===== config.mk =====
export PLATFORM = sky130hd
export DESIGN_NAME = lphf_div_step
export DESIGN_NICKNAME = d
export VERILOG_FILES = /design/src/rtl/lphf_div_step.sv
export SDC_FILE = /design/constraint.sdc
export NUM_CORES = 1
export LEC_CHECK = 0
export BUFFER_PORTS_ARGS = -buffer_cell sky130_fd_sc_hd__buf_2
export CORE_AREA = 2 2 184 186
export CTS_CLUSTER_SIZE = 20
export DETAILED_ROUTE_END_ITERATION = 12
export DIE_AREA = 0 0 186 188
export PLACE_DENSITY = 0.53
export SYNTH_ARGS = -nofsm -noshare
export SYNTH_HDL_FRONTEND = slang
export SYNTH_SLANG_ARGS = --single-unit

===== constraint.sdc =====
create_clock -name clk -period 7 [get_ports clk]
set_input_delay 0.35 -clock clk [delete_from_list [all_inputs] [get_ports clk]]
set_output_delay 0.35 -clock clk [all_outputs]
set_load 0.05 [all_outputs]

===== src/rtl/lphf_div_step.sv =====
// ----------------------------------------------------------------------------
// lphf_div_step
// One restoring division stage for both quotients: compares each partial
// remainder with the shifted denominator and yields one quotient bit.
// ----------------------------------------------------------------------------
module lphf_div_step #(
  parameter int NW    = 45,
  parameter int QW    = 11,
  parameter int SHIFT = 10
) (
  input  logic          clk,
  input  logic          rst,
  input  logic          in_valid,
  output logic          in_ready,
  input  logic [NW-1:0] in_den,
  input  logic [NW-1:0] in_rem_x,
  input  logic [NW-1:0] in_rem_y,
  input  logic [QW-1:0] in_q_x,
  input  logic [QW-1:0] in_q_y,
  input  logic          in_neg_x,
  input  logic          in_neg_y,
  input  logic          in_lane,
  input  logic          in_last,
  output logic          out_valid,
  input  logic          out_ready,
  output logic [NW-1:0] out_den,
  output logic [NW-1:0] out_rem_x,
  output logic [NW-1:0] out_rem_y,
  output logic [QW-1:0] out_q_x,
  output logic [QW-1:0] out_q_y,
  output logic          out_neg_x,
  output logic          out_neg_y,
  output logic          out_lane,
  output logic          out_last
);

  localparam int TW = NW + QW + 1;

  logic          v;
  logic [TW-1:0] dsh, tx, ty;
  logic          bx, by;

  assign dsh = TW'(in_den) << SHIFT;
  assign tx  = TW'(in_rem_x) - dsh;
  assign ty  = TW'(in_rem_y) - dsh;
  assign bx  = !tx[TW-1];
  assign by  = !ty[TW-1];

  assign in_ready  = !v || out_ready;
  assign out_valid = v;

  always_ff @(posedge clk) begin
    if (rst) begin
      v <= 1'b0;
    end else if (in_ready) begin
      v <= in_valid;
    end
  end

  always_ff @(posedge clk) begin
    if (in_ready && in_valid) begin
      out_den   <= in_den;
      out_rem_x <= bx ? tx[NW-1:0] : in_rem_x;
      out_rem_y <= by ? ty[NW-1:0] : in_rem_y;
      out_q_x   <= {in_q_x[QW-2:0], bx};
      out_q_y   <= {in_q_y[QW-2:0], by};
      out_neg_x <= in_neg_x;
      out_neg_y <= in_neg_y;
      out_lane  <= in_lane;
      out_last  <= in_last;
    end
  end

endmodule


==> run metrics <==
Tcrit/Tclk final 0.576; Pwr Density 227 nW/um^2; flops & latches, synth 162; Synth-to-Final Area Change 28.3%; wirelength, routed 25600 um; clk_skew 0.00805 ns; number of max-cap violations 0; share of layout cells above drive strength 1 0.377; sequential fraction of the synthesis area 0.514; post-route DRC violation count 0; number of hold buffers added after cts 0; f_max 0.248 GHz; Rows 67; vias per cell 4.49; CTS-repair resized insts 0; CTS tree done; Worst setup startpoint in_den[17]; IO Pins 328; via count 6979; HP Class primary input to flip-flop; Worst Hold Endpoint out_valid; Clock Pin Slew Worst Setup and Hold Paths 0.06 ns; global-route wire length before repair 38200 um; top-count cell post-synth edfxtp_1; maximum vdd drop 0.155 mV; hold violation count in the final report 0; Rel. slew slack 0.236; synth top area cells edfxtp_1, ha_1, mux2_4; Post-synth ARST share 0; minimum clock period 4.03 ns; HP Start rst; Synth Flop Type edfxtp_1; initial antenna violation count 3; GRT overflow 0; Arr. time, crit path 4.22 ns; EDFF count, synth 161; DIE WIDTH around 190 um; hpwl dp around 20000 um; Critical Path Source Type primary input; Initial Utilization 0.285; Yosys cell types 64; area of the multi-input gates 4260 sq um; Setup CP Type primary input to flip-flop; Yosys Warn Count 0; flop2flop setup slack 4.97 ns; fillers about 3300; TritonCTS Sinks 162; Die Ht 188 um; worst slew pin tran 1.15 ns; Die Area 35000 sq um; RSZ-0062 raised after global routing false; Root Driver clkbuf_16; largest net degree at the start of global routing 84; post-synthesis net count 993; RePlAce Congestion 0.753; Num CTS Buffers 17; drt first-iter violations 262; vias in the first global route between 7000 and 8000; first drt pass iteration count 4; Setup crit end kind flip-flop; leakage 5.40 nW; R2R Path End out_den[9]; H-Tree Depth 4; Skew-Pair Late Insertion Delay 0.44 ns; power consumption 2.76 mW; Hold Path Stages 2; DP Area 11600 sq um; Final Setup Violations 0; IO buf count 325; Synth top cells by count edfxtp_1, ha_1, inv_1, a21oi_1, a21o_1; Syn Area/Cell 12.5 sq um; worst r2r path cells 3; Total GRT Usage 0.145; CP Data Required Time 7.19 ns; Reg area ~5000 sq um; RR Startpoint out_valid; Nets 1330; clk buf depth 2; post-synth top area share 0.512; Post-Syn Instances 756; status finished clean; Cell Area, Synth about 9500 sq um; max-slew violation count 0; core area approximately 33000 sq um; Crit Path Max Fanout 19; setup TNS 0 ns; area leader, netlist edfxtp_1; # Post-CTS Setup Buffers 0; fin area 12100 sq um; Final ANT Viol Nets 0; routed length per instance 16.5 um
==> cell type report <==
type,count,area share
well taps,448,0.0462
diodes,1,0.000206
multi-input cells,522,0.352
repair buffers,329,0.137
inverters,61,0.0189
flip-flops and latches,162,0.401
clock inverters,14,0.0105
clock buffers,18,0.0354
==> kinds of logic after synthesis <==
kind of cell / share of synthesized area
buffers and inverters: 0.0359
adder cells (fa/ha/maj): 0.0969
multiplexers: 0.0929
flip-flops: 0.514
XOR/XNOR: 0.0556
AO/OA/AOI/OAI: 0.139
AND/OR/NAND/NOR: 0.0663
==> flip-flops by register name (all words and copies together), names as in the netlist <==
| signal | cells |
|---|---|
| out_lane | 1 |
| out_q_x | 11 |
| out_valid | 1 |
| out_den | 45 |
| out_q_y | 11 |
| out_neg_x | 1 |
| out_rem_y | 45 |
| out_last | 1 |
| out_rem_x | 45 |
| out_neg_y | 1 |
==> per-layer routing <==
| layer | GRT usage | part of all wire | up-vias |
|---|---|---|---|
| li1 | - | - | 3509 |
| met1 | 0.169 | 0.43 | 3218 |
| met2 | 0.249 | 0.49 | 229 |
| met3 | 0.0522 | 0.079 | 19 |
| met4 | 0.0409 | 0.0084 | 4 |
| met5 | 0 | 0.0011 | - |
==> per-stage QoR <==
step	cells	utilization	setup WS, ns	hold WS, ns
detailed placement	1522	0.349	2.29	0.521
CTS	1554	0.366	2.77	0.0398
finish	1555	0.366	2.97	0.0711
floorplan	756	-	1.74	0.419
global route	1555	0.366	2.62	0.0381
global placement	1522	0.349	2.37	0.501
==> worst max-delay path, cell delays in order <==
cell      delay [ns]
buf_2           0.09
inv_1           0.06
ha_1            0.39
nand4_1         0.31
nor4_1          0.49
o211ai_1        0.27
a31o_4          0.32
a21oi_2         0.21
a221o_2         0.24
a41o_2          0.63
buf_4           0.48
mux2_4          0.33
==> how the worst max path moves through the flow <==
stage                    end  cells past startpoint
2_1_floorplan     out_den[0]                      2
3_3_place_gp   out_rem_y[42]                     12
3_5_place_dp   out_rem_y[40]                     12
4_1_cts        out_rem_y[40]                     12
5_1_grt        out_rem_y[40]                     12
6_report       out_rem_y[43]                     12
==> report_power, final <==
group          switching [mW]  internal (mW)  leakage [nW]
Combinational           0.465          0.239          3.57
Sequential             0.0125           1.14          1.57
Clock                   0.412          0.493         0.262
Total                   0.889           1.87          5.40
==> layout by cell type, fill, tap and decap left out, types with 3 or more instances in the layout <==
cell type / count
clkinvlp_4: 3
clkbuf_16: 17
clkinv_1: 3
edfxtp_1: 161
mux2i_1: 6
o211ai_1: 4
nor3_1: 6
mux2_4: 26
nand3_1: 10
a21o_1: 42
mux2_2: 13
xnor2_1: 38
nand2b_1: 7
a21oi_1: 54
nor2_1: 36
inv_1: 61
and3_1: 5
ha_1: 70
a21oi_2: 4
nand2_1: 37
o21bai_1: 9
inv_6: 4
o21ai_0: 25
a31oi_1: 4
a211o_1: 3
nor4_1: 3
nor2b_1: 5
xor2_1: 22
and2_1: 3
o21a_1: 7
mux2_1: 25
buf_4: 4
buf_2: 325
o21ai_1: 5
nand4_1: 10
a211oi_1: 4
No activity file was read; power rests on OpenSTA's default activity.
