`src/rtl/lphf_pkg.sv`:
```
// ----------------------------------------------------------------------------
// lphf_pkg
// Shared types and constants for the lane point homography filter: register
// map, register reset values and the configuration bundle.
// ----------------------------------------------------------------------------
package lphf_pkg;

  localparam int COEF_W = 32;
  localparam int OFS_W  = 10;
  localparam int ADDR_W = 5;
  localparam int DATA_W = 32;

  typedef enum logic [2:0] {
    REG_COEF_X_FROM_X   = 3'd0,
    REG_COEF_X_FROM_Y   = 3'd1,
    REG_COEF_X_CONST    = 3'd2,
    REG_COEF_Y_FROM_Y   = 3'd3,
    REG_COEF_Y_CONST    = 3'd4,
    REG_COEF_DEN_FROM_Y = 3'd5,
    REG_LATERAL_OFFSET  = 3'd6
  } lphf_reg_t;

  typedef struct packed {
    logic signed [COEF_W-1:0] coef_x_from_x;
    logic signed [COEF_W-1:0] coef_x_from_y;
    logic signed [COEF_W-1:0] coef_x_const;
    logic signed [COEF_W-1:0] coef_y_from_y;
    logic signed [COEF_W-1:0] coef_y_const;
    logic signed [COEF_W-1:0] coef_den_from_y;
    logic        [OFS_W-1:0]  lateral_offset;
  } lphf_cfg_t;

  localparam logic signed [COEF_W-1:0] RST_COEF_X_FROM_X   = -32'sd146432;
  localparam logic signed [COEF_W-1:0] RST_COEF_X_FROM_Y   = -32'sd2077924;
  localparam logic signed [COEF_W-1:0] RST_COEF_X_CONST    = 32'sd389996544;
  localparam logic signed [COEF_W-1:0] RST_COEF_Y_FROM_Y   = -32'sd3049245;
  localparam logic signed [COEF_W-1:0] RST_COEF_Y_CONST    = 32'sd562808604;
  localparam logic signed [COEF_W-1:0] RST_COEF_DEN_FROM_Y = -32'sd6372;
  localparam logic        [OFS_W-1:0]  RST_LATERAL_OFFSET  = 10'd230;

endpackage

```
`src/rtl/lphf_front.sv`:
```
// ----------------------------------------------------------------------------
// lphf_front
// Four pipeline stages: image window check, coefficient products, numerator
// and denominator sums, then magnitudes, quotient signs and the zero
// denominator check.
// ----------------------------------------------------------------------------
module lphf_front #(
  parameter int IMG_WIDTH      = 640,
  parameter int IMG_HEIGHT     = 480,
  parameter int COEF_FRAC_BITS = 20,
  parameter int CW             = 10,
  parameter int NW             = 45
) (
  input  logic                clk,
  input  logic                rst,
  input  lphf_pkg::lphf_cfg_t cfg,
  input  logic                pt_valid,
  output logic                pt_ready,
  input  logic signed [15:0]  pix_x,
  input  logic signed [15:0]  pix_y,
  input  logic                lane_sel,
  input  logic                last_in,
  output logic                out_valid,
  input  logic                out_ready,
  output logic [NW-1:0]       den_mag,
  output logic [NW-1:0]       mag_x,
  output logic [NW-1:0]       mag_y,
  output logic                neg_x,
  output logic                neg_y,
  output logic                lane,
  output logic                last
);

  localparam int PW = lphf_pkg::COEF_W + CW + 1;
  localparam logic signed [NW-1:0] DEN_ONE = NW'(1) << COEF_FRAC_BITS;

  logic          va, vb, vc, vd;
  logic          rdy_a, rdy_b, rdy_c, rdy_d;
  logic          in_img;
  logic [CW-1:0] xa, ya;
  logic          la, ta, lb, tb, lc, tc;

  logic signed [PW-1:0] pxx, pxy, pyy, pdy;
  logic signed [NW-1:0] numx, numy, den;

  assign in_img = (pix_x > 0) && (pix_x < IMG_WIDTH) && (pix_y > 0) && (pix_y < IMG_HEIGHT);

  assign rdy_d    = !vd || out_ready;
  assign rdy_c    = !vc || rdy_d;
  assign rdy_b    = !vb || rdy_c;
  assign rdy_a    = !va || rdy_b;
  assign pt_ready = rdy_a;

  always_ff @(posedge clk) begin
    if (rst) begin
      va <= 1'b0;
      vb <= 1'b0;
      vc <= 1'b0;
      vd <= 1'b0;
    end else begin
      if (rdy_a) va <= pt_valid && in_img;
      if (rdy_b) vb <= va;
      if (rdy_c) vc <= vb;
      if (rdy_d) vd <= vc && (den != '0);
    end
  end

  always_ff @(posedge clk) begin
    if (rdy_a && pt_valid) begin
      xa <= pix_x[CW-1:0];
      ya <= pix_y[CW-1:0];
      la <= lane_sel;
      ta <= last_in;
    end
    if (rdy_b && va) begin
      pxx <= $signed(cfg.coef_x_from_x)   * $signed({1'b0, xa});
      pxy <= $signed(cfg.coef_x_from_y)   * $signed({1'b0, ya});
      pyy <= $signed(cfg.coef_y_from_y)   * $signed({1'b0, ya});
      pdy <= $signed(cfg.coef_den_from_y) * $signed({1'b0, ya});
      lb  <= la;
      tb  <= ta;
    end
    if (rdy_c && vb) begin
      numx <= NW'(pxx) + NW'(pxy) + NW'($signed(cfg.coef_x_const));
      numy <= NW'(pyy) + NW'($signed(cfg.coef_y_const));
      den  <= NW'(pdy) + DEN_ONE;
      lc   <= lb;
      tc   <= tb;
    end
    if (rdy_d && vc) begin
      mag_x   <= numx[NW-1] ? NW'(-numx) : NW'(numx);
      mag_y   <= numy[NW-1] ? NW'(-numy) : NW'(numy);
      den_mag <= den[NW-1] ? NW'(-den) : NW'(den);
      neg_x   <= numx[NW-1] ^ den[NW-1];
      neg_y   <= numy[NW-1] ^ den[NW-1];
      lane    <= lc;
      last    <= tc;
    end
  end

  assign out_valid = vd;

endmodule

```
`config.mk`:
```
export PLATFORM = sky130hd
export DESIGN_NAME = lphf_front
export DESIGN_NICKNAME = d
export VERILOG_FILES = /design/src/rtl/lphf_pkg.sv /design/src/rtl/lphf_front.sv
export SDC_FILE = /design/constraint.sdc
export NUM_CORES = 2
export LEC_CHECK = 0
export BUFFER_PORTS_ARGS = -buffer_cell sky130_fd_sc_hd__buf_2
export CORE_MARGIN = 3
export CORE_UTILIZATION = 35
export DETAILED_ROUTE_END_ITERATION = 8
export PLACE_DENSITY = 0.57
export SLEW_MARGIN = 25
export SYNTH_ARGS = -nofsm -noshare
export SYNTH_HDL_FRONTEND = slang
export SYNTH_SLANG_ARGS = --single-unit
```
`constraint.sdc`:
```
create_clock -name clk -period 21.3 [get_ports clk]
set_input_delay 1.065 -clock clk [delete_from_list [all_inputs] [get_ports clk]]
set_output_delay 1.065 -clock clk [all_outputs]
set_load 0.05 [all_outputs]
```
==> impl_metrics.py <==
metrics = {
    "floorplan": {
        "initial_utilization_pct": 35.3,
        "ios": 381,
        "rows": 159,
        "dieArea_sq_um": 195000,
        "die_w_microns": 442,
        "die_h_microns": 442,
        "coreArea_sq_um": 188000,
    },
    "sta": {
        "finalHoldViolations": 0,
        "rsz0062_at_grt": "no",
        "finalSetupViolCount": 0,
        "fmax_mhz": 124,
        "fin_tns_setup_ns": 0,
        "fin_skew_ns": 0.0649,
        "min_period_ns": 8.04,
        "worst_pin_slew_ns": 1.08,
        "fin_crit_sh_pct": 37.7,
        "maxSlewViolCount": 0,
        "relSlewSlack_pct": 26.2,
        "setup_slack_ns": 13.26,
    },
    "final_layout": {
        "final_common_cell": "inv_1",
        "final_cell_mix": "inv_1 (1313), fa_1 (1137), nand2_1 (854), and2_1 (568), edfxtp_1 (470)",
        "nNetsFinal": 8772,
        "drive_above_1_share_pct": 7.96,
        "syn_to_final_growth_pct": 9.69,
        "final_cells": 9496,
    },
    "clocking": {
        "ctsLongestPathBuffers": 3,
        "clk_latency_ns": 0.71,
        "clk_pin_slew_ns": 0.06,
        "htree_num_levels": 2,
        "ctsResizeCount": 0,
        "holdBufCountCts": 0,
        "cts_tree": "yes",
        "cts.sinks": 474,
        "post_cts_buffers": 0,
        "cts_made_buffers": 59,
        "cts-root-buf": "clkbuf_16",
    },
    "grt": {
        "grt_pass1_vias": 49200,
        "grt_overflow": 0,
        "grt_max_degree": 70,
        "grt_pass1_wl_microns": 267000,
        "antenna_found_initial": 43,
        "track_usage_pct": 17.0,
    },
    "critical_path": {
        "worstRegToRegCells": 23,
        "cp_max_fo": 57,
        "cp-startpoint": "ya[2]",
        "r2r_end": "pyy[39]",
        "arrival_ns": 8.45,
        "end_kind": "flop",
        "ff2ff_setup_slack_ns": 13.26,
        "startpoint_type": "flop",
        "cp-endpoint": "pyy[39]",
        "crit_required_ns": 21.71,
        "rr_startpoint": "ya[2]",
        "worstSetupPathType": "flop to flop",
    },
    "synth": {
        "syn_area_sq_um": 66500,
        "synth_top_family_by_area": "adder cells",
        "ys.flop_type": "edfxtp_1",
        "ys_seq_elements": 474,
        "syn_inst": 6740,
        "yosys.area_share.simple_pct": 14.3,
        "synthAdderAreaFrac_pct": 42.9,
        "yosysWarnings": 0,
        "yosysUniqueCellTypes": 77,
        "synth_compound_area_share_pct": 7.35,
        "ys_async_sr_fraction_pct": 0,
        "synthMuxAreaShare_pct": 0.0320,
        "ys_seq_area_share_pct": 21.3,
        "synthXorXnorAreaFrac_pct": 5.05,
        "syn_area_per_cell_sq_um": 9.87,
        "synth_edf_count": 470,
    },
    "run": {
        "cap_violations": 0,
    },
    "power_and_ir_drop": {
        "seq_power_share_pct": 13.4,
        "p_sw_share_pct": 47.5,
        "internal_power_w": 0.00602,
        "power.share.clock_pct": 9.4,
        "p_per_area_nw_per_um2": 157,
        "peakVddDrop_mv": 0.135,
        "pwr-share-comb_pct": 77.2,
        "p_leak_nw": 33.6,
        "switchingPower_w": 0.00544,
    },
    "route": {
        "vias": 46400,
        "vias_per_cell": 4.89,
        "dr.pass1.iters": 5,
        "avgRoutedWirePerCell_microns": 17.3,
        "antenna_left": 0,
        "dr.first_iter.drc_count": 2320,
        "drcViolationCount": 0,
        "totalWireLength_microns": 164000,
    },
    "placement": {
        "gp_congestion": 0.860,
        "dpl.hpwl_microns": 130000,
        "place_ws_ns": 13.38,
        "portBuffers": 370,
        "dp.cells": 9362,
    },
    "status": {
        "outcome": "finished, final reports clean",
    },
    "min_path": {
        "worstHoldPathType": "flop to flop",
    },
}
==> cells by family after synthesis <==
family | Yosys count
AOI/OAI and AO/OA | 764
other | 1
adders and majority gates | 1599
and+or+nand+nor | 1920
buffers and inverters | 1596
muxes | 2
xor gates and xnor gates | 384
DFF | 474
==> routing by layer <==
layer | GRT usage [%] | share of wire (%)
met1 | 21.7 | 42
met2 | 29.6 | 50
met3 | 2.05 | 4.2
met4 | 6.31 | 3.8
met5 | 0 | 0.026
==> worst min-delay path by stage <==
stage | start | endpoint | depth (start not counted)
floorplan | pdy[0] | den[0] | 0
global placement | tc | last | 0
detailed placement | pdy[16] | den[16] | 0
CTS | pdy[13] | den[13] | 0
global route | pdy[13] | den[13] | 0
finish | pdy[16] | den[16] | 0
==> sequential cells by signal, indices dropped and copies added, names as in the netlist, 10 cells and up <==
signal and cells:
den 44, den_mag 45, mag_x 45, mag_y 45, numx 45, numy 44, pdy 43, pxx 43
pxy 43, pyy 43, xa 10, ya 10
==> synth_stat cells (4+ instances only) <==
library cell | instances | share of area, %
a21boi_0 | 9 | 0.10
nor4_1 | 18 | 0.17
a221o_1 | 4 | 0.060
ha_1 | 462 | 8.7
a31o_2 | 5 | 0.066
o211ai_1 | 12 | 0.14
or4_4 | 6 | 0.10
a31oi_1 | 28 | 0.26
or4_1 | 20 | 0.23
nand4_1 | 31 | 0.29
or3_1 | 25 | 0.24
o31ai_1 | 48 | 0.54
clkbuf_1 | 252 | 1.4
a21oi_1 | 207 | 1.6
o2111ai_1 | 5 | 0.066
dfxtp_1 | 4 | 0.12
o21bai_1 | 23 | 0.26
and3_1 | 37 | 0.35
buf_1 | 30 | 0.17
a311oi_1 | 4 | 0.053
a211oi_1 | 15 | 0.17
or2_2 | 17 | 0.16
o31a_1 | 8 | 0.11
o21ai_0 | 165 | 1.2
nor3_1 | 39 | 0.29
inv_1 | 1313 | 7.4
and2_1 | 570 | 5.4
xor2_1 | 71 | 0.93
nor2_1 | 145 | 0.82
xnor2_1 | 313 | 4.1
nand3_1 | 59 | 0.44
nor2b_1 | 42 | 0.39
and4_1 | 4 | 0.053
a21o_1 | 129 | 1.5
fa_1 | 1137 | 34
nand2b_1 | 34 | 0.32
edfxtp_1 | 470 | 21
a221oi_1 | 4 | 0.053
o41ai_1 | 17 | 0.22
nand2_1 | 854 | 4.8
o21a_1 | 51 | 0.58
==> final cells by class <==
class	count	area [sq um]
inverter	1313	4930
fill	18500	115000
timing repair buffer	414	2230
antenna	19	47.5
multi-input combinational	4671	46400
clock buffer	65	1520
sequential	474	14200
clock inverter	45	561
tap	2495	3120
==> worst max-delay path, stage by stage (launching register included) <==
cell	delay, ns
edfxtp_1	0.32
buf_4	0.49
buf_4	0.70
nand2_1	0.20
fa_1	0.48
fa_1	0.54
inv_1	0.05
fa_1	0.45
fa_1	0.52
inv_1	0.05
fa_1	0.51
inv_1	0.05
ha_1	0.36
and3_1	0.22
and3_1	0.20
and2_1	0.15
a221o_1	0.14
a21oi_1	0.09
o21ai_0	0.65
o21ai_0	0.29
o31ai_1	0.68
a21boi_0	0.21
o21bai_1	0.22
xor2_1	0.09
==> power by group through the flow <==
stage	registers (W)	logic (W)	clock network (W)
floorplan	0.00155	0.00698	0
global placement	0.00156	0.00877	0
detailed placement	0.00156	0.00886	0
CTS	0.00154	0.00895	0.00111
global route	0.00153	0.0102	0.00115
finish	0.00153	0.00885	0.00108
==> stage by stage <==
stage	hold WS (ns)	utilization, %	instance area [sq um]	power, W
after floorplan	0.400	-	66500	0.00853
after global placement	0.401	37.6	70800	0.0103
after detailed placement	0.405	37.6	70800	0.0104
after CTS	0.411	38.7	72800	0.0116
after global routing	0.415	38.7	73000	0.0129
final	0.411	38.7	73000	0.0115
Power figures use the tool's default switching activity.
