File: config.mk
export PLATFORM = sky130hd
export DESIGN_NAME = lphf_regs
export DESIGN_NICKNAME = d
export VERILOG_FILES = /design/src/rtl/lphf_pkg.sv /design/src/rtl/lphf_regs.sv
export SDC_FILE = /design/constraint.sdc
export NUM_CORES = 1
export LEC_CHECK = 0
export BUFFER_PORTS_ARGS = -buffer_cell sky130_fd_sc_hd__buf_2
export CAP_MARGIN = 30
export CORE_AREA = 2 2 167 169
export CTS_CLUSTER_DIAMETER = 100
export DETAILED_ROUTE_END_ITERATION = 7
export DIE_AREA = 0 0 169 171
export GPL_TIMING_DRIVEN = 0
export PLACE_DENSITY_LB_ADDON = 0.12
export SETUP_SLACK_MARGIN = 0.5
export SLEW_MARGIN = 10
export SYNTH_ARGS = -nofsm -noshare
export SYNTH_HDL_FRONTEND = slang
export SYNTH_SLANG_ARGS = --single-unit
File: constraint.sdc
create_clock -name clk -period 2.2 [get_ports clk]
set_input_delay 0.44 -clock clk [delete_from_list [all_inputs] [get_ports clk]]
set_output_delay 0.44 -clock clk [all_outputs]
set_load 0.02 [all_outputs]
File: src/rtl/lphf_pkg.sv
// ----------------------------------------------------------------------------
// lphf_pkg
// Shared types and constants for the lane point homography filter: register
// map, register reset values and the configuration bundle.
// ----------------------------------------------------------------------------
package lphf_pkg;

  localparam int COEF_W = 32;
  localparam int OFS_W  = 10;
  localparam int ADDR_W = 5;
  localparam int DATA_W = 32;

  typedef enum logic [2:0] {
    REG_COEF_X_FROM_X   = 3'd0,
    REG_COEF_X_FROM_Y   = 3'd1,
    REG_COEF_X_CONST    = 3'd2,
    REG_COEF_Y_FROM_Y   = 3'd3,
    REG_COEF_Y_CONST    = 3'd4,
    REG_COEF_DEN_FROM_Y = 3'd5,
    REG_LATERAL_OFFSET  = 3'd6
  } lphf_reg_t;

  typedef struct packed {
    logic signed [COEF_W-1:0] coef_x_from_x;
    logic signed [COEF_W-1:0] coef_x_from_y;
    logic signed [COEF_W-1:0] coef_x_const;
    logic signed [COEF_W-1:0] coef_y_from_y;
    logic signed [COEF_W-1:0] coef_y_const;
    logic signed [COEF_W-1:0] coef_den_from_y;
    logic        [OFS_W-1:0]  lateral_offset;
  } lphf_cfg_t;

  localparam logic signed [COEF_W-1:0] RST_COEF_X_FROM_X   = -32'sd146432;
  localparam logic signed [COEF_W-1:0] RST_COEF_X_FROM_Y   = -32'sd2077924;
  localparam logic signed [COEF_W-1:0] RST_COEF_X_CONST    = 32'sd389996544;
  localparam logic signed [COEF_W-1:0] RST_COEF_Y_FROM_Y   = -32'sd3049245;
  localparam logic signed [COEF_W-1:0] RST_COEF_Y_CONST    = 32'sd562808604;
  localparam logic signed [COEF_W-1:0] RST_COEF_DEN_FROM_Y = -32'sd6372;
  localparam logic        [OFS_W-1:0]  RST_LATERAL_OFFSET  = 10'd230;

endpackage

File: src/rtl/lphf_regs.sv
// ----------------------------------------------------------------------------
// lphf_regs
// APB-style configuration registers holding the homography coefficients and
// the lateral offset.
// ----------------------------------------------------------------------------
module lphf_regs (
  input  logic                           clk,
  input  logic                           rst,
  input  logic                           psel,
  input  logic                           penable,
  input  logic                           pwrite,
  input  logic [lphf_pkg::ADDR_W-1:0]    paddr,
  input  logic [lphf_pkg::DATA_W-1:0]    pwdata,
  output logic [lphf_pkg::DATA_W-1:0]    prdata,
  output logic                           pready,
  output lphf_pkg::lphf_cfg_t            cfg
);

  lphf_pkg::lphf_reg_t reg_sel;
  logic                wr_en;

  assign reg_sel = lphf_pkg::lphf_reg_t'(paddr[lphf_pkg::ADDR_W-1:2]);
  assign wr_en   = psel && penable && pwrite;
  assign pready  = 1'b1;

  always_ff @(posedge clk) begin
    if (rst) begin
      cfg.coef_x_from_x   <= lphf_pkg::RST_COEF_X_FROM_X;
      cfg.coef_x_from_y   <= lphf_pkg::RST_COEF_X_FROM_Y;
      cfg.coef_x_const    <= lphf_pkg::RST_COEF_X_CONST;
      cfg.coef_y_from_y   <= lphf_pkg::RST_COEF_Y_FROM_Y;
      cfg.coef_y_const    <= lphf_pkg::RST_COEF_Y_CONST;
      cfg.coef_den_from_y <= lphf_pkg::RST_COEF_DEN_FROM_Y;
      cfg.lateral_offset  <= lphf_pkg::RST_LATERAL_OFFSET;
    end else if (wr_en) begin
      case (reg_sel)
        lphf_pkg::REG_COEF_X_FROM_X:   cfg.coef_x_from_x   <= pwdata;
        lphf_pkg::REG_COEF_X_FROM_Y:   cfg.coef_x_from_y   <= pwdata;
        lphf_pkg::REG_COEF_X_CONST:    cfg.coef_x_const    <= pwdata;
        lphf_pkg::REG_COEF_Y_FROM_Y:   cfg.coef_y_from_y   <= pwdata;
        lphf_pkg::REG_COEF_Y_CONST:    cfg.coef_y_const    <= pwdata;
        lphf_pkg::REG_COEF_DEN_FROM_Y: cfg.coef_den_from_y <= pwdata;
        lphf_pkg::REG_LATERAL_OFFSET:  cfg.lateral_offset  <= pwdata[lphf_pkg::OFS_W-1:0];
        default: ;
      endcase
    end
  end

  always_comb begin
    case (reg_sel)
      lphf_pkg::REG_COEF_X_FROM_X:   prdata = cfg.coef_x_from_x;
      lphf_pkg::REG_COEF_X_FROM_Y:   prdata = cfg.coef_x_from_y;
      lphf_pkg::REG_COEF_X_CONST:    prdata = cfg.coef_x_const;
      lphf_pkg::REG_COEF_Y_FROM_Y:   prdata = cfg.coef_y_from_y;
      lphf_pkg::REG_COEF_Y_CONST:    prdata = cfg.coef_y_const;
      lphf_pkg::REG_COEF_DEN_FROM_Y: prdata = cfg.coef_den_from_y;
      lphf_pkg::REG_LATERAL_OFFSET:  prdata = lphf_pkg::DATA_W'(cfg.lateral_offset);
      default:                       prdata = '0;
    endcase
  end

endmodule

==> key figures, run 1 <==
Outcome
  – Status: finished clean

Placed design
  – RD Place Congestion: 0.8632
  – DP Wirelength: 30620 um
  – Number of port buffers: 272
  – Dpl cells: 1614

Layout
  – Biggest regs: cfg: 202 flops
  – Proportion of layout cells with a drive suffix above 1: 42.91%
  – Sequential Area: 4094 um2
  – Area growth syn-to-layout: 46.60%
  – Multi-input logic area: 5464 um2
  – Number of flip-flops in the largest register: 202
  – Final nets: 1380
  – Fillers: 2613
  – Layout Cells excl Fill: 1701
  – Most flop-heavy register: cfg

Worst setup path
  – Worst setup EP type: output pin
  – WS Path Type: in -> out
  – CP startpoint kind: input port
  – Arrival time worst endpoint: 1630 ps
  – Crit path max fanout: 7
  – CP required: 1760 ps

Clock network
  – CTS tree: built
  – Root Buffer: clkbuf_16
  – Cts bufs inserted: 24
  – CTS sink count: 202
  – Longest Clk Path Bufs: 3
  – H-tree levels: 1
  – Worst-skew pair later-pin latency: 520 ps
  – Cts hold-fix bufs: 0
  – CTS clock-pin slew for the worst setup and hold paths: 60 ps

Detailed routing
  – First-pass iteration count of the detailed router: 6
  – Initial DRC Count: 678
  – WL/cell: 26.52 um
  – Vias per cell: 5.529
  – Final WL: 45100 um
  – Vias: 9404
  – DRT antenna net count: 0
  – # DRC: 0

Timing
  – RSZ-0062 raised after global routing: yes
  – Slew @ Worst Pin: 960.9 ps
  – Slew headroom: 35.94%
  – Setup Skew: 0 ps
  – Final period util: 94.13%
  – Final setup fails: 0
  – Max Slew Vio Count: 0
  – Setup TNS: 0 ps
  – F_max: 0.4829 GHz
  – Final hold vios: 0
  – Tmin final: 2071 ps

Synth
  – FF+latch count, synth: 202
  – Cells after synthesis: 996
  – Synth top area share: 43.02%
  – Synthesized Nets: 1038
  – Post-synth EDFFs: 0
  – Leading area contributor after synthesis: dfxtp_1
  – Sequential share of the synthesized area: 43.02%
  – Post-synthesis average cell area: 9.438 um2
  – Async SR Flop Fraction: 0%
  – Main flop type after synthesis: dfxtp_1
  – Area contributors post-synth: dfxtp_1 (43%), mux2i_1 (20%), nor2_1 (5.9%)
  – Distinct cells, synth: 42
  – Mapped Area: 9400 um2
  – Ys Warns: 0

Floorplan
  – Rows: 61
  – Core Area: 27320 um2
  – Die Y: 171 um
  – Initial Utilization: 34.40%
  – IO Count: 277
  – Die area: 28900 um2
  – Die W: 169 um

Power and ir drop
  – Power Total: 9412 uW
  – Maximum vdd ir drop: 0.0004867 V
  – Power per cell area: 682.9 nW/um2
  – Pleak: 0.006126 uW

GRT
  – Congestion Overflow GR: 0
  – Aggregate global-route resource usage: 29.99%
  – Vias in the first global route: 9161
  – First-pass GRT wire length: 62820 um
  – Initial antenna violation count: 1
  – Pin count of the biggest net entering global routing: 13

Min path
  – Min-delay worst type: in -> reg

Job
  – Max cap viols: 0
-- repair_timing --
item / 4_1_cts / 5_1_grt
buffers inserted: 32 / 4
resized for setup: 192 / 56
cloned: 6 / 2
endpoints found under the setup margin: 77 / 72
pin swaps: 23 / 19
-- path summary, 6_finish.rpt --
check             startpoint    endpoint  slack (ps)  depth (start not counted)
setup reg to reg     cfg[42]     cfg[42]        1320                          4
hold / removal    pwdata[28]     cfg[70]         190                          3
setup / recovery    paddr[3]  prdata[19]         130                          7
hold reg to reg      cfg[10]     cfg[10]         470                          2
-- through the flow --
stage	area, um2	setup WS, ps	utilization [%]	hold WS [ps]
floorplan	9741	372.2	-	549.3
global placement	11530	-609.6	42.22	472.2
detailed placement	11530	-641.4	42.22	479.5
CTS	13510	125.9	49.43	180.0
global route	13780	112.5	50.43	199.4
finish	13780	129.2	50.43	189.4
-- synthesized netlist by cell type, types with 3 or more instances --
master,instances
buf_4,22
clkbuf_1,39
mux2_2,28
o32ai_1,4
inv_1,11
nor2_1,147
o31ai_1,13
nor2b_1,4
buf_6,4
o221ai_1,11
a22oi_1,13
o22ai_1,3
a21oi_1,60
buf_2,23
o21ai_0,21
dfxtp_1,202
a221oi_2,4
o221a_1,3
nand3_1,60
nand2b_1,41
mux2i_1,187
mux2_1,8
a221oi_1,14
a221o_1,4
nand2_1,12
nor2_4,3
or3_1,5
nand2_2,4
o21ai_1,33
-- kinds of logic (layout without fill, tap and decap cells) --
kind of cell,count (synthesis),count (layout),synth area share (%)
simple gates,286,286,14.71
compound gates,183,183,12.47
other cells,1,2,0.03989
buf+inv,101,459,5.537
mux,223,223,24.22
flops,202,202,43.02
-- critical path, stage by stage --
cell     delay (ps)
buf_12          110
buf_12          140
buf_12          160
mux2i_1         230
o32ai_2         100
a221o_1         300
buf_6           140
-- report_power, final --
part	leakage [uW]	internal, uW	total, uW	switching (uW)
Clock	0.000414	2720	4370	1650
Sequential	0.00163	3680	3710	25.9
Combinational	0.00408	534	1330	795
-- per-layer routing --
layer  share of wire (%)  vias up  track usage [%]
li1                    -     4246                -
met1                  41     4541            37.63
met2                  45      505            48.04
met3                 9.7      112            8.281
met4                 4.5        0            13.15
met5                   0        -            2.957
-- cells in the final DEF (no fill, tap or decap), drive strengths merged, types with 2 or more instances in the layout --
cell type / count
buf: 362
dfxtp: 202
mux2i: 187
nor2: 150
clkbuf: 72
nand3: 60
a21oi: 60
o21ai: 54
nand2b: 41
mux2: 36
a221oi: 18
nand2: 17
a22oi: 13
o31ai: 13
inv: 12
o221ai: 11
or3: 5
bufinv: 5
a221o: 4
clkinv: 4
o32ai: 4
nor2b: 4
o221a: 3
o22ai: 3
clkinvlp: 2
bufbuf: 2
nor3: 2
-- final cells by class --
| class | instances | area share, % |
|---|---|---|
| clock inverter | 11 | 1.344 |
| inverter | 12 | 0.3450 |
| buffer | 89 | 5.911 |
| multi-input combinational | 693 | 39.65 |
| antenna | 1 | 0.01816 |
| tap | 346 | 3.141 |
| clock buffer | 31 | 4.848 |
| sequential | 202 | 29.71 |
| timing repair buffer | 316 | 15.04 |
Power figures use the tool's default switching activity.
==> run 2, diff against run 1 <==
Settings changed: CTS_BUF_LIST set to sky130_fd_sc_hd__clkbuf_4, SLEW_MARGIN 10 to unset.
==> run 2 against run 1 <==
  * The flow now finishes with violations (negative setup slack)
  * Power is 7.3% lower
  * Setup slack worse by 170 ps
  * Wire length is 1.2% higher
  * First-iteration DRC count is 19% higher
  * Maximum frequency is 7.7% lower
  * Sequential power hardly changed
  * Flip-flop and latch count stayed put
  * Non-clock buffer count is 41 higher
  * Worst hold slack worse by 170 ps
  * Largest power group unchanged
==> key figures, run 2 (synthesis gave the netlist of run 1 again) <==
Clock network
  – H-tree levels: 2 (+1)
  – Root Buffer: clkbuf_4
  – CTS tree: built
  – CTS clock-pin slew for the worst setup and hold paths: 70 ps (about the same)
  – Worst-skew pair later-pin latency: 680 ps (+160 ps)
  – Longest Clk Path Bufs: 3 (unchanged)
  – Cts bufs inserted: 57 (+140%)
  – CTS sink count: 202 (unchanged)

Worst setup path
  – Bufs and invs on worst path: 1 (-3)
  – CP startpoint kind: register
  – Arrival time worst endpoint: 1800 ps (+170 ps)
  – CP delay by family, top: compound AO/OA/AOI/OAI gates
  – Critical R2R Capture: cfg[140]
  – Crit path max fanout: 2 (-5)
  – Reg2reg start: cfg[140]
  – FF-to-FF setup slack: 1230 ps (-90 ps)
  – Worst setup EP type: output pin
  – WS Path Type: reg -> out
  – R2R depth: 5 (+1)
  – CP required: 1760 ps (about the same)
  – CP Cell Sequence: mux2i_1 > o221a_1 > a221oi_2 > buf_4
  – Slowest stage delay, CP: 340 ps (+40 ps)
  – Slowest-stage cell, CP: dfxtp_2

Detailed routing
  – Initial DRC Count: 809 (+19%)
  – Vias: 9927 (+5.6%)
  – Vias per cell: 5.494 (-0.63%)
  – # DRC: 0 (unchanged)
  – DRT antenna net count: 0 (unchanged)
  – WL/cell: 25.26 um (-4.7%)
  – First-pass iteration count of the detailed router: 5 (-1)
  – Final WL: 45650 um (+1.2%)

Timing
  – Slew @ Worst Pin: 965.6 ps (+4.675 ps)
  – Final period util: 102.0% (+7.9 points)
  – Max Slew Vio Count: 0 (unchanged)
  – Setup Skew: 0 ps (unchanged)
  – Hold_ws: 15.95 ps (-173.5 ps)
  – Final WS setup: -43.64 ps (-172.9 ps)
  – Setup TNS: -149.0 ps (-149.0 ps)
  – RSZ-0062 raised after global routing: yes
  – Tmin final: 2244 ps (+172.9 ps)
  – F_max: 0.4457 GHz (-7.7%)
  – Final hold vios: 0 (unchanged)
  – Final setup fails: 9 (+9)
  – Slew headroom: 35.63% (-0.31 points)

Min path
  – Min-delay src: pwdata[6]
  – Min-Delay Endpoint: cfg[48]
  – Hold path depth: 3 (unchanged)
  – Min-delay worst type: in -> reg

Power and ir drop
  – Maximum vdd ir drop: 0.0003598 V (-26%)
  – Power per cell area: 597.4 nW/um2 (-13%)
  – Pleak: 0.006544 uW (+6.8%)

Placed design
  – Area post-placement: 11530 um2 (unchanged)
  – Number of port buffers: 272 (unchanged)
  – RD Place Congestion: 0.8632 (unchanged)
  – Dpl cells: 1614 (unchanged)
  – DP Wirelength: 30620 um (unchanged)

Floorplan
  – Core Area: 27320 um2 (unchanged)
  – Die W: 169 um (unchanged)
  – IO Count: 277 (unchanged)
  – Rows: 61 (unchanged)
  – Die area: 28900 um2 (unchanged)
  – Initial Utilization: 34.40% (unchanged)
  – Die Y: 171 um (unchanged)

Layout
  – Most frequent cells in the layout: mux2i_1 (184), buf_4 (170), dfxtp_2 (153), nor2_1 (146), buf_6 (131)
  – Final Util: 53.45% (+3.0 points)
  – Area growth syn-to-layout: 55.37%
  – Sequential Area: 4262 um2 (+4.1%)
  – Proportion of layout cells with a drive suffix above 1: 52.98% (+10 points)
  – Final nets: 1454 (+5.4%)
  – Commonest non-fill, non-tap cell in the layout: mux2i_1
  – Most flop-heavy register: cfg
  – Layout Cells excl Fill: 1807 (+6.2%)
  – Number of flip-flops in the largest register: 202 (unchanged)
  – Fin area: 14610 um2 (+6.0%)
  – Fillers: 2601 (-0.46%)
  – Biggest regs: cfg: 202 flops
  – Multi-input logic area: 5374 um2 (-1.6%)

GRT
  – Congestion Overflow GR: 0 (unchanged)
  – Pin count of the biggest net entering global routing: 15 (+2)
  – Aggregate global-route resource usage: 30.49% (+0.50 points)
  – Vias in the first global route: 9640 (+5.2%)
  – First-pass GRT wire length: 64490 um (+2.6%)
  – Initial antenna violation count: 1 (unchanged)

Outcome
  – Failing checks: negative setup slack
  – Status: finished, violations left

Job
  – Max cap viols: 0 (unchanged)
-- run 2: cell types whose count changed in the layout (fill, tap and decap cells not counted), moves of 97 or more --
cell	delta
buf_2	-175
dfxtp_1	-122
buf_4	+120
dfxtp_2	+116
buf_6	+101
clkbuf_4	+97
-- run 2: per-layer routing --
layer	track usage (%)	share of wire (%)
met5	0	0
met3	7.171	8.6
met4	12.93	3.8
met2	49.57	46
met1	38.86	42
-- run 2: per-stage QoR --
stage,worst slack (ps),total power (uW)
3_3_place_gp,-609.6,4822
2_1_floorplan,372.2,4399
5_1_grt,-85.72,8995
3_5_place_dp,-641.4,4824
6_report,-43.64,8726
4_1_cts,-67.52,8695
-- run 2: worst max path at each step --
stage | start | depth (start not counted) | to | slack, ps
after floorplan | paddr[3] | 5 | prdata[2] | 370
after global placement | paddr[3] | 7 | prdata[15] | -610
after detailed placement | paddr[3] | 7 | prdata[14] | -640
after CTS | cfg[146] | 4 | prdata[8] | -70
after global routing | cfg[146] | 4 | prdata[8] | -90
final | cfg[4] | 4 | prdata[4] | -40
-- run 2: timing repair --
action,in CTS,in global routing
hold buffers,9,0
setup endpoints to repair,151,170
pin swaps,19,12
setup buffers,48,26
hold endpoints to repair,12,0
gates cloned,1,0
resized for setup,446,146
-- run 2: worst reg2reg max path: cells and delay by family (launching register included) --
family | cells | cell delay [ps]
buf+inv | 3 | 340
flops | 1 | 330
mux | 1 | 80
simple gates | 1 | 90
-- run 2: cell type report --
type                    count  area share, %
repair buffers            357          20.80
clock buffers              95          4.883
clock inverters            11         0.4712
plain buffers              89          4.566
multi-input cells         693          36.79
diodes                      2        0.03427
well taps                 346          2.964
flip-flops and latches    202          29.18
inverters                  12         0.3084
-- run 2: power by group --
group	total (uW)	switching (uW)	leakage, uW	internal [uW]
registers	3700	26.1	0.00163	3680
logic	1260	778	0.00445	479
clock network	3760	1720	0.000469	2050
