File: src/rtl/lphf_pkg.sv
// ----------------------------------------------------------------------------
// lphf_pkg
// Shared types and constants for the lane point homography filter: register
// map, register reset values and the configuration bundle.
// ----------------------------------------------------------------------------
package lphf_pkg;

  localparam int COEF_W = 32;
  localparam int OFS_W  = 10;
  localparam int ADDR_W = 5;
  localparam int DATA_W = 32;

  typedef enum logic [2:0] {
    REG_COEF_X_FROM_X   = 3'd0,
    REG_COEF_X_FROM_Y   = 3'd1,
    REG_COEF_X_CONST    = 3'd2,
    REG_COEF_Y_FROM_Y   = 3'd3,
    REG_COEF_Y_CONST    = 3'd4,
    REG_COEF_DEN_FROM_Y = 3'd5,
    REG_LATERAL_OFFSET  = 3'd6
  } lphf_reg_t;

  typedef struct packed {
    logic signed [COEF_W-1:0] coef_x_from_x;
    logic signed [COEF_W-1:0] coef_x_from_y;
    logic signed [COEF_W-1:0] coef_x_const;
    logic signed [COEF_W-1:0] coef_y_from_y;
    logic signed [COEF_W-1:0] coef_y_const;
    logic signed [COEF_W-1:0] coef_den_from_y;
    logic        [OFS_W-1:0]  lateral_offset;
  } lphf_cfg_t;

  localparam logic signed [COEF_W-1:0] RST_COEF_X_FROM_X   = -32'sd146432;
  localparam logic signed [COEF_W-1:0] RST_COEF_X_FROM_Y   = -32'sd2077924;
  localparam logic signed [COEF_W-1:0] RST_COEF_X_CONST    = 32'sd389996544;
  localparam logic signed [COEF_W-1:0] RST_COEF_Y_FROM_Y   = -32'sd3049245;
  localparam logic signed [COEF_W-1:0] RST_COEF_Y_CONST    = 32'sd562808604;
  localparam logic signed [COEF_W-1:0] RST_COEF_DEN_FROM_Y = -32'sd6372;
  localparam logic        [OFS_W-1:0]  RST_LATERAL_OFFSET  = 10'd230;

endpackage

File: src/rtl/lphf_out.sv
// ----------------------------------------------------------------------------
// lphf_out
// Final stage: applies the quotient signs, adds the lateral offset, checks
// that the mapped point lies strictly inside the image and holds the result
// in the output register.
// ----------------------------------------------------------------------------
module lphf_out #(
  parameter int IMG_WIDTH  = 640,
  parameter int IMG_HEIGHT = 480,
  parameter int QB         = 10,
  parameter int XW         = 10,
  parameter int YW         = 9
) (
  input  logic                clk,
  input  logic                rst,
  input  lphf_pkg::lphf_cfg_t cfg,
  input  logic                in_valid,
  output logic                in_ready,
  input  logic [QB:0]         q_x,
  input  logic [QB:0]         q_y,
  input  logic                neg_x,
  input  logic                neg_y,
  input  logic                lane,
  input  logic                last,
  output logic                map_valid,
  input  logic                map_ready,
  output logic [XW-1:0]       map_x,
  output logic [YW-1:0]       map_y,
  output logic                map_lane,
  output logic                last_out
);

  localparam int SW = QB + 2;

  logic                 v;
  logic signed [SW-1:0] mx, my, sx, sy, px;
  logic                 keep;

  assign mx = $signed(SW'(q_x[QB-1:0]));
  assign my = $signed(SW'(q_y[QB-1:0]));
  assign sx = neg_x ? -mx : mx;
  assign sy = neg_y ? -my : my;
  assign px = sx + $signed(SW'(cfg.lateral_offset));

  // A set top quotient bit means the magnitude reached the clamp range, so
  // the point cannot land inside the image.
  assign keep = !q_x[QB] && !q_y[QB] && (px > 0) && (px < IMG_WIDTH)
             && (sy > 0) && (sy < IMG_HEIGHT);

  assign in_ready  = !v || map_ready;
  assign map_valid = v;

  always_ff @(posedge clk) begin
    if (rst) begin
      v <= 1'b0;
    end else if (in_ready) begin
      v <= in_valid && keep;
    end
  end

  always_ff @(posedge clk) begin
    if (in_ready && in_valid) begin
      map_x    <= px[XW-1:0];
      map_y    <= sy[YW-1:0];
      map_lane <= lane;
      last_out <= last;
    end
  end

endmodule

File: config.mk
export PLATFORM = sky130hd
export DESIGN_NAME = lphf_out
export DESIGN_NICKNAME = d
export VERILOG_FILES = /design/src/rtl/lphf_pkg.sv /design/src/rtl/lphf_out.sv
export SDC_FILE = /design/constraint.sdc
export NUM_CORES = 1
export LEC_CHECK = 0
export BUFFER_PORTS_ARGS = -buffer_cell sky130_fd_sc_hd__buf_2
export CORE_AREA = 2 2 98 100
export DETAILED_ROUTE_END_ITERATION = 16
export DIE_AREA = 0 0 100 102
export PLACE_DENSITY = 0.53
export REMOVE_ABC_BUFFERS = 1
export SYNTH_ARGS = -nofsm -noshare
export SYNTH_HDL_FRONTEND = slang
export SYNTH_SLANG_ARGS = --single-unit
File: constraint.sdc
create_clock -name clk -period 5.5 [get_ports clk]
set_input_delay 0.55 -clock clk [delete_from_list [all_inputs] [get_ports clk]]
set_output_delay 0.55 -clock clk [all_outputs]
set_load 0.005 [all_outputs]
==> metrics list, run 1 <==
* Die Span X: 100 um
- The die covers 0.0102 mm2.
* Vias: around 1500
- End of the worst register-to-register path: map_valid
- Global routing finished with a remaining overflow of 0.
- Total wire length after detailed routing: about 3900 um
* Cell types with the largest area share after synthesis: sky130_fd_sc_hd__edfxtp_1 37%, sky130_fd_sc_hd__ha_1 9.6%, sky130_fd_sc_hd__xnor2_1 8.3%
- Buffers inserted during clock tree synthesis total 3.
* Final setup slack of the worst path: 2.07 ns
- Number of setup violations in the final report: 0
* First-pass GRT wire length: 6360 um
- Following the worst setup path forward leads to its endpoint at map_valid.
- Max Cap Violations: 0
- Summed negative setup slack over all endpoints: 0 ns
- The final count of hold timing violations came to 0.
- Diodes inserted: 0
- Master cell of the clock root buffer: sky130_fd_sc_hd__clkbuf_8
- The critical path crosses 13 cells after its start point.
- Data arrival, critical path: 3.56 ns
- Most common cell in the synthesized netlist: sky130_fd_sc_hd__edfxtp_1
* Cells after Synth: roughly 170
- Proportion of synthesized chip area in sequential cells: 0.386
- In this run the register-to-register setup slack is 3.84 ns.
- Number of design rule violations left after detail routing: 0
* Clock Skews: approximately 0.0047 ns
* Number of warnings printed during yosys synthesis: 0
- At the pin with the least slew margin, the transition time is 0.535 ns.
* Maximum clock insertion buffer count: 2
- Clock tree synthesis found a total of 22 sinks.
- Clock transition at the registers of the reported paths: around 0.080 ns
- On the worst path, the slowest cell contributes a delay of around 0.42 ns.
- Derived from the worst setup path, the maximum achievable clock frequency is 291 MHz.
- Of all nets on the critical path, the largest fanout is 5.
- The first TritonRoute pass finished after 4 iterations.
* Post-placement worst setup slack: 1.69 ns
- Peak ir drop on the vdd network: 91.7 uV
- Measured in cells, the most critical reg-to-reg path has a length of 6.
* # H-tree levels: 1
- Summed over all nets, the half-perimeter wirelength after detailed placement is between 3000 and 4000 um.
- Relative to the synthesized area, the layout overhead comes to 28.4%.
- In this run, distinct cell masters in the synthesized netlist total 42.
* Hold path depth: 1
- Clock latency on the worst-skew pair: 0.26 ns
- Initial standard-cell utilization of the core: 0.185
- The core region is 0.00911 mm2.
- Of the post-synthesis cell area, the dominant cell type holds 0.374.
- Summing all placed instances gives a cell area of 0.00212 mm2.
* Min cycle time layout: 3.43 ns
* FFs w/ async S/R, synth: 0
* # hold bufs at CTS: 0
* WL/cell: 11.6 um
* Startpoint type of the worst setup path: input port
- Share of the core filled with cells in the final layout: 0.238
* Number of synthesized register bits: 22
- Using the TritonRoute via totals, the vias-per-cell ratio works out to 4.30.
* Top cells by instance count after synthesis: 21 x sky130_fd_sc_hd__edfxtp_1, 16 x sky130_fd_sc_hd__xnor2_1, 13 x sky130_fd_sc_hd__ha_1
- After filler insertion, the fill cell instance count of the layout stands at 1001.
- A synthesized cell averages 10.2 um2.
- Type of element capturing the critical path: register
- Counting flops with a built-in enable in the synthesized netlist gives 21.
* Overall routing resource usage: 0.0786
- Vert. Die Dim: 102 um
- Outcome: finished, final reports clean
- Buffers placed on the I/O ports in this run total 62.
- In the finished design, the share of the clock period the worst path needs comes to 0.624.
- After synthesis the cells add up to between 0.0015 and 0.002 mm2.
- In the synthesized netlist the dominant register cell turns out to be sky130_fd_sc_hd__edfxtp_1.
* Reg-to-reg critical path startpoint: map_valid
* RSZ-0062 raised after global routing: false
* Layout cell share with drive strength beyond 1: 0.317
- In this run the remaining antenna-violating nets after routing total 0.
- Of all cell types, the one taking the most synthesized area is sky130_fd_sc_hd__edfxtp_1.
- The final-report max-slew violation count was 0.
- Via count of the first global-routing pass: 1368
- Filler-free cell count of the finished design: about 340
- Rows: 35
- Worst path bufs/invs: 2
- Cell with the biggest individual delay on the critical path: sky130_fd_sc_hd__or4_1
- Worst path top cell family by delay: simple AND/OR/NAND/NOR gates
* Routability Congestion: 0.833
- DRC marker count from the first detailed-route iteration: 62
- Tracing the worst setup path back leads to its startpoint at q_x[0].
- Entering global routing, the biggest net connects 23 pins.
- For this design the static power due to leakage is about 0.0009 uW.
- Power per Cell Area: ~230 mW/mm2
- Type of the most critical hold path: input port to register
- Critical path required time: ~5.6 ns
- Pin placement for this block handled 255 I/O pins.
- Headroom to the max-slew limit came out at 0.639.
- Post-CTS Repair Setup Buffers: 0
- The number of gates resized after CTS was 0.
* Clock tree from TritonCTS: yes
- The signal on the critical path passes through buf_2, inv_1, ha_1, nand2b_1, xnor2_1, ha_1, and3b_1, a211o_1, xnor2_1, or4_1, or4_1, o41ai_1, o32ai_1.
- Number of antenna violations at the first check in global routing: 0
* Type of the setup path with the least slack: input port to register
- Counting tap cells, the placed design contains a total of about 330 instances.
- At the end of the flow, the number of nets in the layout was around 470.
* Post-route cell area: 0.00217 mm2
## cell families after synthesis
group,after synthesis,synth area share
AO/OA/AOI/OAI,43,0.189
XOR/XNOR,24,0.125
adder cells (fa/ha/maj),14,0.108
buffers and inverters,16,0.0356
flip-flops,22,0.386
multiplexers,1,0.00593
AND/OR/NAND/NOR,45,0.151
## routing by layer
metal | GRT usage | part of all wire | vias up
met5 | 0 | 0 | -
met4 | 0.0285 | 0.016 | 0
met3 | 0.0294 | 0.084 | 4
met2 | 0.115 | 0.42 | 49
met1 | 0.106 | 0.48 | 652
li1 | - | - | 748
## final cells by class
class                      instances  area, um2  area share
multi-input combinational        127        976       0.451
inverter                          12       45.0      0.0208
sequential                        22        651       0.300
timing repair buffer              62        310       0.143
clock buffer                       4       45.0      0.0208
tap                              111        139      0.0641
## where the power goes
group	switching [uW]	leakage [uW]	total [uW]	internal [uW]
clock network	51.1	0.0000228	103	51.5
registers	4.27	0.000214	216	211
logic	102	0.000661	183	80.6
## through the flow
step                      hold slack (ns)  power [uW]
after floorplan                     0.546         335
after global placement              0.537         404
after detailed placement            0.543         404
after CTS                           0.460         507
after global routing                0.455         538
final                               0.466         501
## flip-flops by register name (all words and copies together), names as in the netlist
signal / flops
map_x: 10
map_lane: 1
last_out: 1
map_valid: 1
map_y: 9
## cell usage in the layout, fill, tap and decap left out, types with 6 or more instances in the layout
cell	netlist	routed
sky130_fd_sc_hd__buf_2	0	62
sky130_fd_sc_hd__edfxtp_1	21	21
sky130_fd_sc_hd__xnor2_1	16	16
sky130_fd_sc_hd__ha_1	13	13
sky130_fd_sc_hd__inv_1	12	12
sky130_fd_sc_hd__nor2_1	10	10
sky130_fd_sc_hd__o21ai_0	9	9
sky130_fd_sc_hd__xor2_1	8	8
sky130_fd_sc_hd__o31ai_1	7	7
sky130_fd_sc_hd__nand2_1	7	7
sky130_fd_sc_hd__a21oi_1	7	7
sky130_fd_sc_hd__nor3_1	6	6
## worst reg2reg max path, cell delays in order (launching register included)
cell and delay, ns:
sky130_fd_sc_hd__dfxtp_1 0.32, sky130_fd_sc_hd__nand2b_1 0.10, sky130_fd_sc_hd__and2_2 0.48, sky130_fd_sc_hd__nand3_1 0.17
sky130_fd_sc_hd__a41oi_2 0.18, sky130_fd_sc_hd__o311ai_1 0.12, sky130_fd_sc_hd__o32ai_1 0.21
## how the worst min path moves through the flow
stage | startpoint | end | slack (ns)
global route | lane | map_lane | 0.46
detailed placement | map_valid | map_valid | 0.54
finish | last | last_out | 0.47
floorplan | map_valid | map_valid | 0.55
global placement | map_valid | map_valid | 0.54
CTS | last | last_out | 0.46
(Power assumes the default switching activity.)
==> run 2: changes to the inputs <==
Settings changed: ABC_AREA set to 1, CORE_AREA 2 2 98 100 to 2 2 99 101, DIE_AREA 0 0 100 102 to 0 0 101 103, PLACE_DENSITY 0.53 to 0.55.
Clock period 5.5 ns to 3.5 ns, I/O delays scaled along.
==> run 2 against run 1 <==
  * Combinational power is 74% higher
  * Critical path type unchanged
  * Design area is 13% higher
  * Largest cell class unchanged
  * Sequential share of layout area is 3.5 points lower
==> metrics list, run 2 <==
- The flow ran to the end, and the final reports show no timing, DRC or antenna violations.
* Peak ir drop on the vdd network: 215 uV (+130%)
- Routability Congestion: 0.826 (-0.85%)
* Worst rel slew slack: 0.783 (+0.144)
* Commonest non-fill, non-tap cells in the layout: 82 x sky130_fd_sc_hd__nand2_1, 62 x sky130_fd_sc_hd__buf_2, 37 x sky130_fd_sc_hd__inv_1
- Clock transition at the registers of the reported paths: 0.10 ns (+0.02 ns)
* Number of nets in the layout: 582 (+23%)
- GR Overflow Total: 0 (unchanged)
- The count of max-cap constraint violations was 0 (unchanged).
* Number of clock sinks seen by CTS: 22 (unchanged)
* RSZ-0062 raised after global routing: false
- Initial DRT Pass Iterations: 4 (unchanged)
- Synth Flop Type: sky130_fd_sc_hd__edfxtp_1
- The global-route wire length before repair is 7870 um (+24%).
- Vias per std cell: 4.17 (-3.0%)
- Power per Cell Area: 372 mW/mm2 (+61%)
- Post-detail-place hpwl: 4070 um (+22%)
* Number of design rule violations left after detail routing: 0 (unchanged)
- The number of global-route vias before repair came to 1754 (+28%).
- Hold path startpoint: rst
- Overall routing resource usage: 0.0967 (+0.0181)
- R2r worst-path depth: 10 (+4)
- The data required time of the critical path is 3.67 ns (-1.96 ns).
* Min cycle time layout: 2.51 ns
* End of the worst register-to-register path: map_valid
* Mean cell area of the mapped netlist: 7.17 um2 (-30%)
- The worst-skew pair later-pin latency came to 0.27 ns (about the same).
- The largest net degree at the start of global routing came to 23 (unchanged).
- The sequential share of the synthesized area is 0.335 (-0.0509).
- The area of the die came to 0.0104 mm2 (+2.0%).
- The number of synthesized register bits came to 22 (unchanged).
- Number of gates resized after cts: 0 (unchanged)
- Data arrival, critical path: 2.69 ns (-0.87 ns)
* Initial standard-cell utilization of the core: 0.205 (+0.0203)
- The standby leakage power is 0.00125 uW (+39%).
* Crit path from: q_x[0]
- Post-synthesis cell type with the largest combined area: sky130_fd_sc_hd__edfxtp_1
- Largest registers: map_x: 10 flops, map_y: 9 flops
- The number of buffers added for setup after CTS is 0 (unchanged).
- Die Span X: 101 um (+1.0%)
- The critical path in this run is classified as input port to register.
- The final-report max-slew violation count was 0 (unchanged).
- Most flop-heavy register: map_x
- TritonCTS built the clock tree.
* Filler cell count: 1051 (+5.0%)
- Layout cell share with drive strength beyond 1: 0.287 (-0.0306)
- The min-delay analysis places its worst path in the category input port to register.
- Post-route cell area: 0.00245 mm2 (+13%)
- DRC marker count from the first detailed-route iteration: 44 (-29%)
- Max FFs per register: 10 (unchanged)
- The setup slack on the worst flop-to-flop path came to 1.77 ns (-2.07 ns).
- The maximum clock insertion buffer count was 2 (unchanged).
* Top cells by instance count after synthesis: 82 x sky130_fd_sc_hd__nand2_1, 37 x sky130_fd_sc_hd__inv_1, 24 x sky130_fd_sc_hd__nor2_1
* Master cell of the clock root buffer: sky130_fd_sc_hd__clkbuf_8
* Post-synth design cell area: 0.00194 mm2 (+15%)
- The async set or reset register ratio after synthesis is 0 (unchanged).
* Cells after Synth: 271 (+64%)
- Summed negative setup slack over all endpoints: 0 ns (unchanged)
- Cell types with the largest area share after synthesis: sky130_fd_sc_hd__edfxtp_1 32%, sky130_fd_sc_hd__nand2_1 16%, sky130_fd_sc_hd__ha_1 8.4%
- Upper clock frequency limit: 398 MHz
- Hold path depth: 2 (+1)
- Clock buffers created by TritonCTS: 3 (unchanged)
- The post-cts hold buffer count came to 0 (unchanged).
* Final setup slack of the worst path: 0.987 ns (-1.08 ns)
- Worst-case hold path end point: map_valid
- Count of cell types in the netlist: 30 (-29%)
- The worst-case clock skew came to 0.00640 ns (+0.00174 ns).
- The number of diodes added for antenna fixing came to 0 (unchanged).
- Number of setup violations in the final report: 0 (unchanged)
- Hold violation count in the final report: 0 (unchanged)
- The transition time of the tightest slew-check pin came to 0.326 ns (-0.209 ns).
- Critical path peak fanout: 3 (-2)
- By instance count, the leading cell after synthesis is sky130_fd_sc_hd__nand2_1.
- WL/cell: 10.9 um (-5.4%)
- Final antenna-violating net count: 0 (unchanged)
* Number of antenna violations at the first check in global routing: 0 (unchanged)
- The area growth from synthesis to layout is 26.3%.
- Number of buffers inserted by port buffering: 62 (unchanged)
- The sum of routed wire length over all layers is 4910 um (+26%).
- The instance area after placement was 0.00238 mm2 (+12%).
* Post-route clock period utilization: 0.718
* Startpoint type of the worst setup path: input port
* # H-tree levels: 1 (unchanged)
- The total core area came to 0.00946 mm2 (+3.8%).
* Reg-to-reg critical path startpoint: map_valid
- Vert. Die Dim: 103 um (+0.98%)
* IO Pins: 255 (unchanged)
- Area share of the largest cell type after synthesis: 0.325 (-0.0494)
- The count of flip-flops with a built-in enable after synthesis is 21 (unchanged).
- The number of warnings printed during yosys synthesis was 0 (unchanged).
- Type of element capturing the critical path: register
- Most common cell after layout, fill and taps aside: sky130_fd_sc_hd__nand2_1
- The via count was 1872 (+29%).
- The worst slack after detailed placement is 0.674 ns (-1.01 ns).
* Rows: 36 (+2.9%)
==> run 2: changes by cell type after synthesis, moves of 12 or more <==
cell	delta
sky130_fd_sc_hd__nand2_2	+12
sky130_fd_sc_hd__nand3_1	+16
sky130_fd_sc_hd__nand2_1	+75
sky130_fd_sc_hd__xnor2_1	-12
sky130_fd_sc_hd__inv_1	+25
sky130_fd_sc_hd__nor2_1	+14
==> run 2: kinds of logic (layout without fill, tap and decap cells) <==
logic type / count (synthesis) / count (layout) / share of synthesized area
simple gates: 156 / 156 / 0.365
buf+inv: 48 / 112 / 0.0992
compound gates: 22 / 22 / 0.0663
flops: 22 / 22 / 0.335
fa+ha+maj: 14 / 14 / 0.0940
xor+xnor: 9 / 9 / 0.0406
==> run 2: cell type report <==
class | count | area, um2 | area share
Timing Repair Buffer | 63 | 318 | 0.129
Multi-Input combinational cell | 201 | 1100 | 0.450
Inverter | 45 | 169 | 0.0688
Clock buffer | 3 | 41.3 | 0.0168
Tap cell | 114 | 143 | 0.0581
Clock inverter | 1 | 30.0 | 0.0122
Sequential cell | 22 | 651 | 0.265
==> run 2: metrics by stage <==
stage / hold WS [ns] / util / power, uW / instances
floorplan: 0.419 / - / 553 / 268
global placement: 0.492 / 0.252 / 661 / 445
detailed placement: 0.508 / 0.252 / 665 / 445
CTS: 0.209 / 0.260 / 929 / 449
global route: 0.213 / 0.260 / 980 / 449
finish: 0.215 / 0.260 / 913 / 449
==> run 2: worst max-delay path by stage <==
stage / endpoint / cells after the start
after floorplan: map_valid / 16
after global placement: map_valid / 17
after detailed placement: map_valid / 17
after CTS: map_valid / 17
after global routing: map_valid / 17
final: map_valid / 17
==> run 2: power by group <==
part	switching (uW)	internal (uW)	total (uW)
Clock	100	153	253
Combinational	193	126	319
Sequential	9.65	331	341
==> run 2: critical path, cell delays in order <==
cell	delay, ns
sky130_fd_sc_hd__buf_2	0.09
sky130_fd_sc_hd__inv_1	0.06
sky130_fd_sc_hd__ha_1	0.27
sky130_fd_sc_hd__nand2_1	0.04
sky130_fd_sc_hd__o21ai_0	0.13
sky130_fd_sc_hd__inv_1	0.10
sky130_fd_sc_hd__fa_1	0.51
sky130_fd_sc_hd__inv_1	0.05
sky130_fd_sc_hd__or2_2	0.26
sky130_fd_sc_hd__nor2_1	0.12
sky130_fd_sc_hd__nand3_1	0.11
sky130_fd_sc_hd__nor2_1	0.11
sky130_fd_sc_hd__nand3_1	0.11
sky130_fd_sc_hd__nor2_1	0.10
sky130_fd_sc_hd__nand2_1	0.06
sky130_fd_sc_hd__nand4_1	0.12
sky130_fd_sc_hd__a21oi_1	0.08
==> run 2: routing by layer <==
metal,up-vias,GRT usage,part of all wire,routed length (um)
li1,999,-,-,-
met1,824,0.117,0.45,2230
met2,45,0.173,0.49,2390
met3,4,0.0203,0.050,244
met4,0,0.0281,0.011,55
met5,-,0,0,0
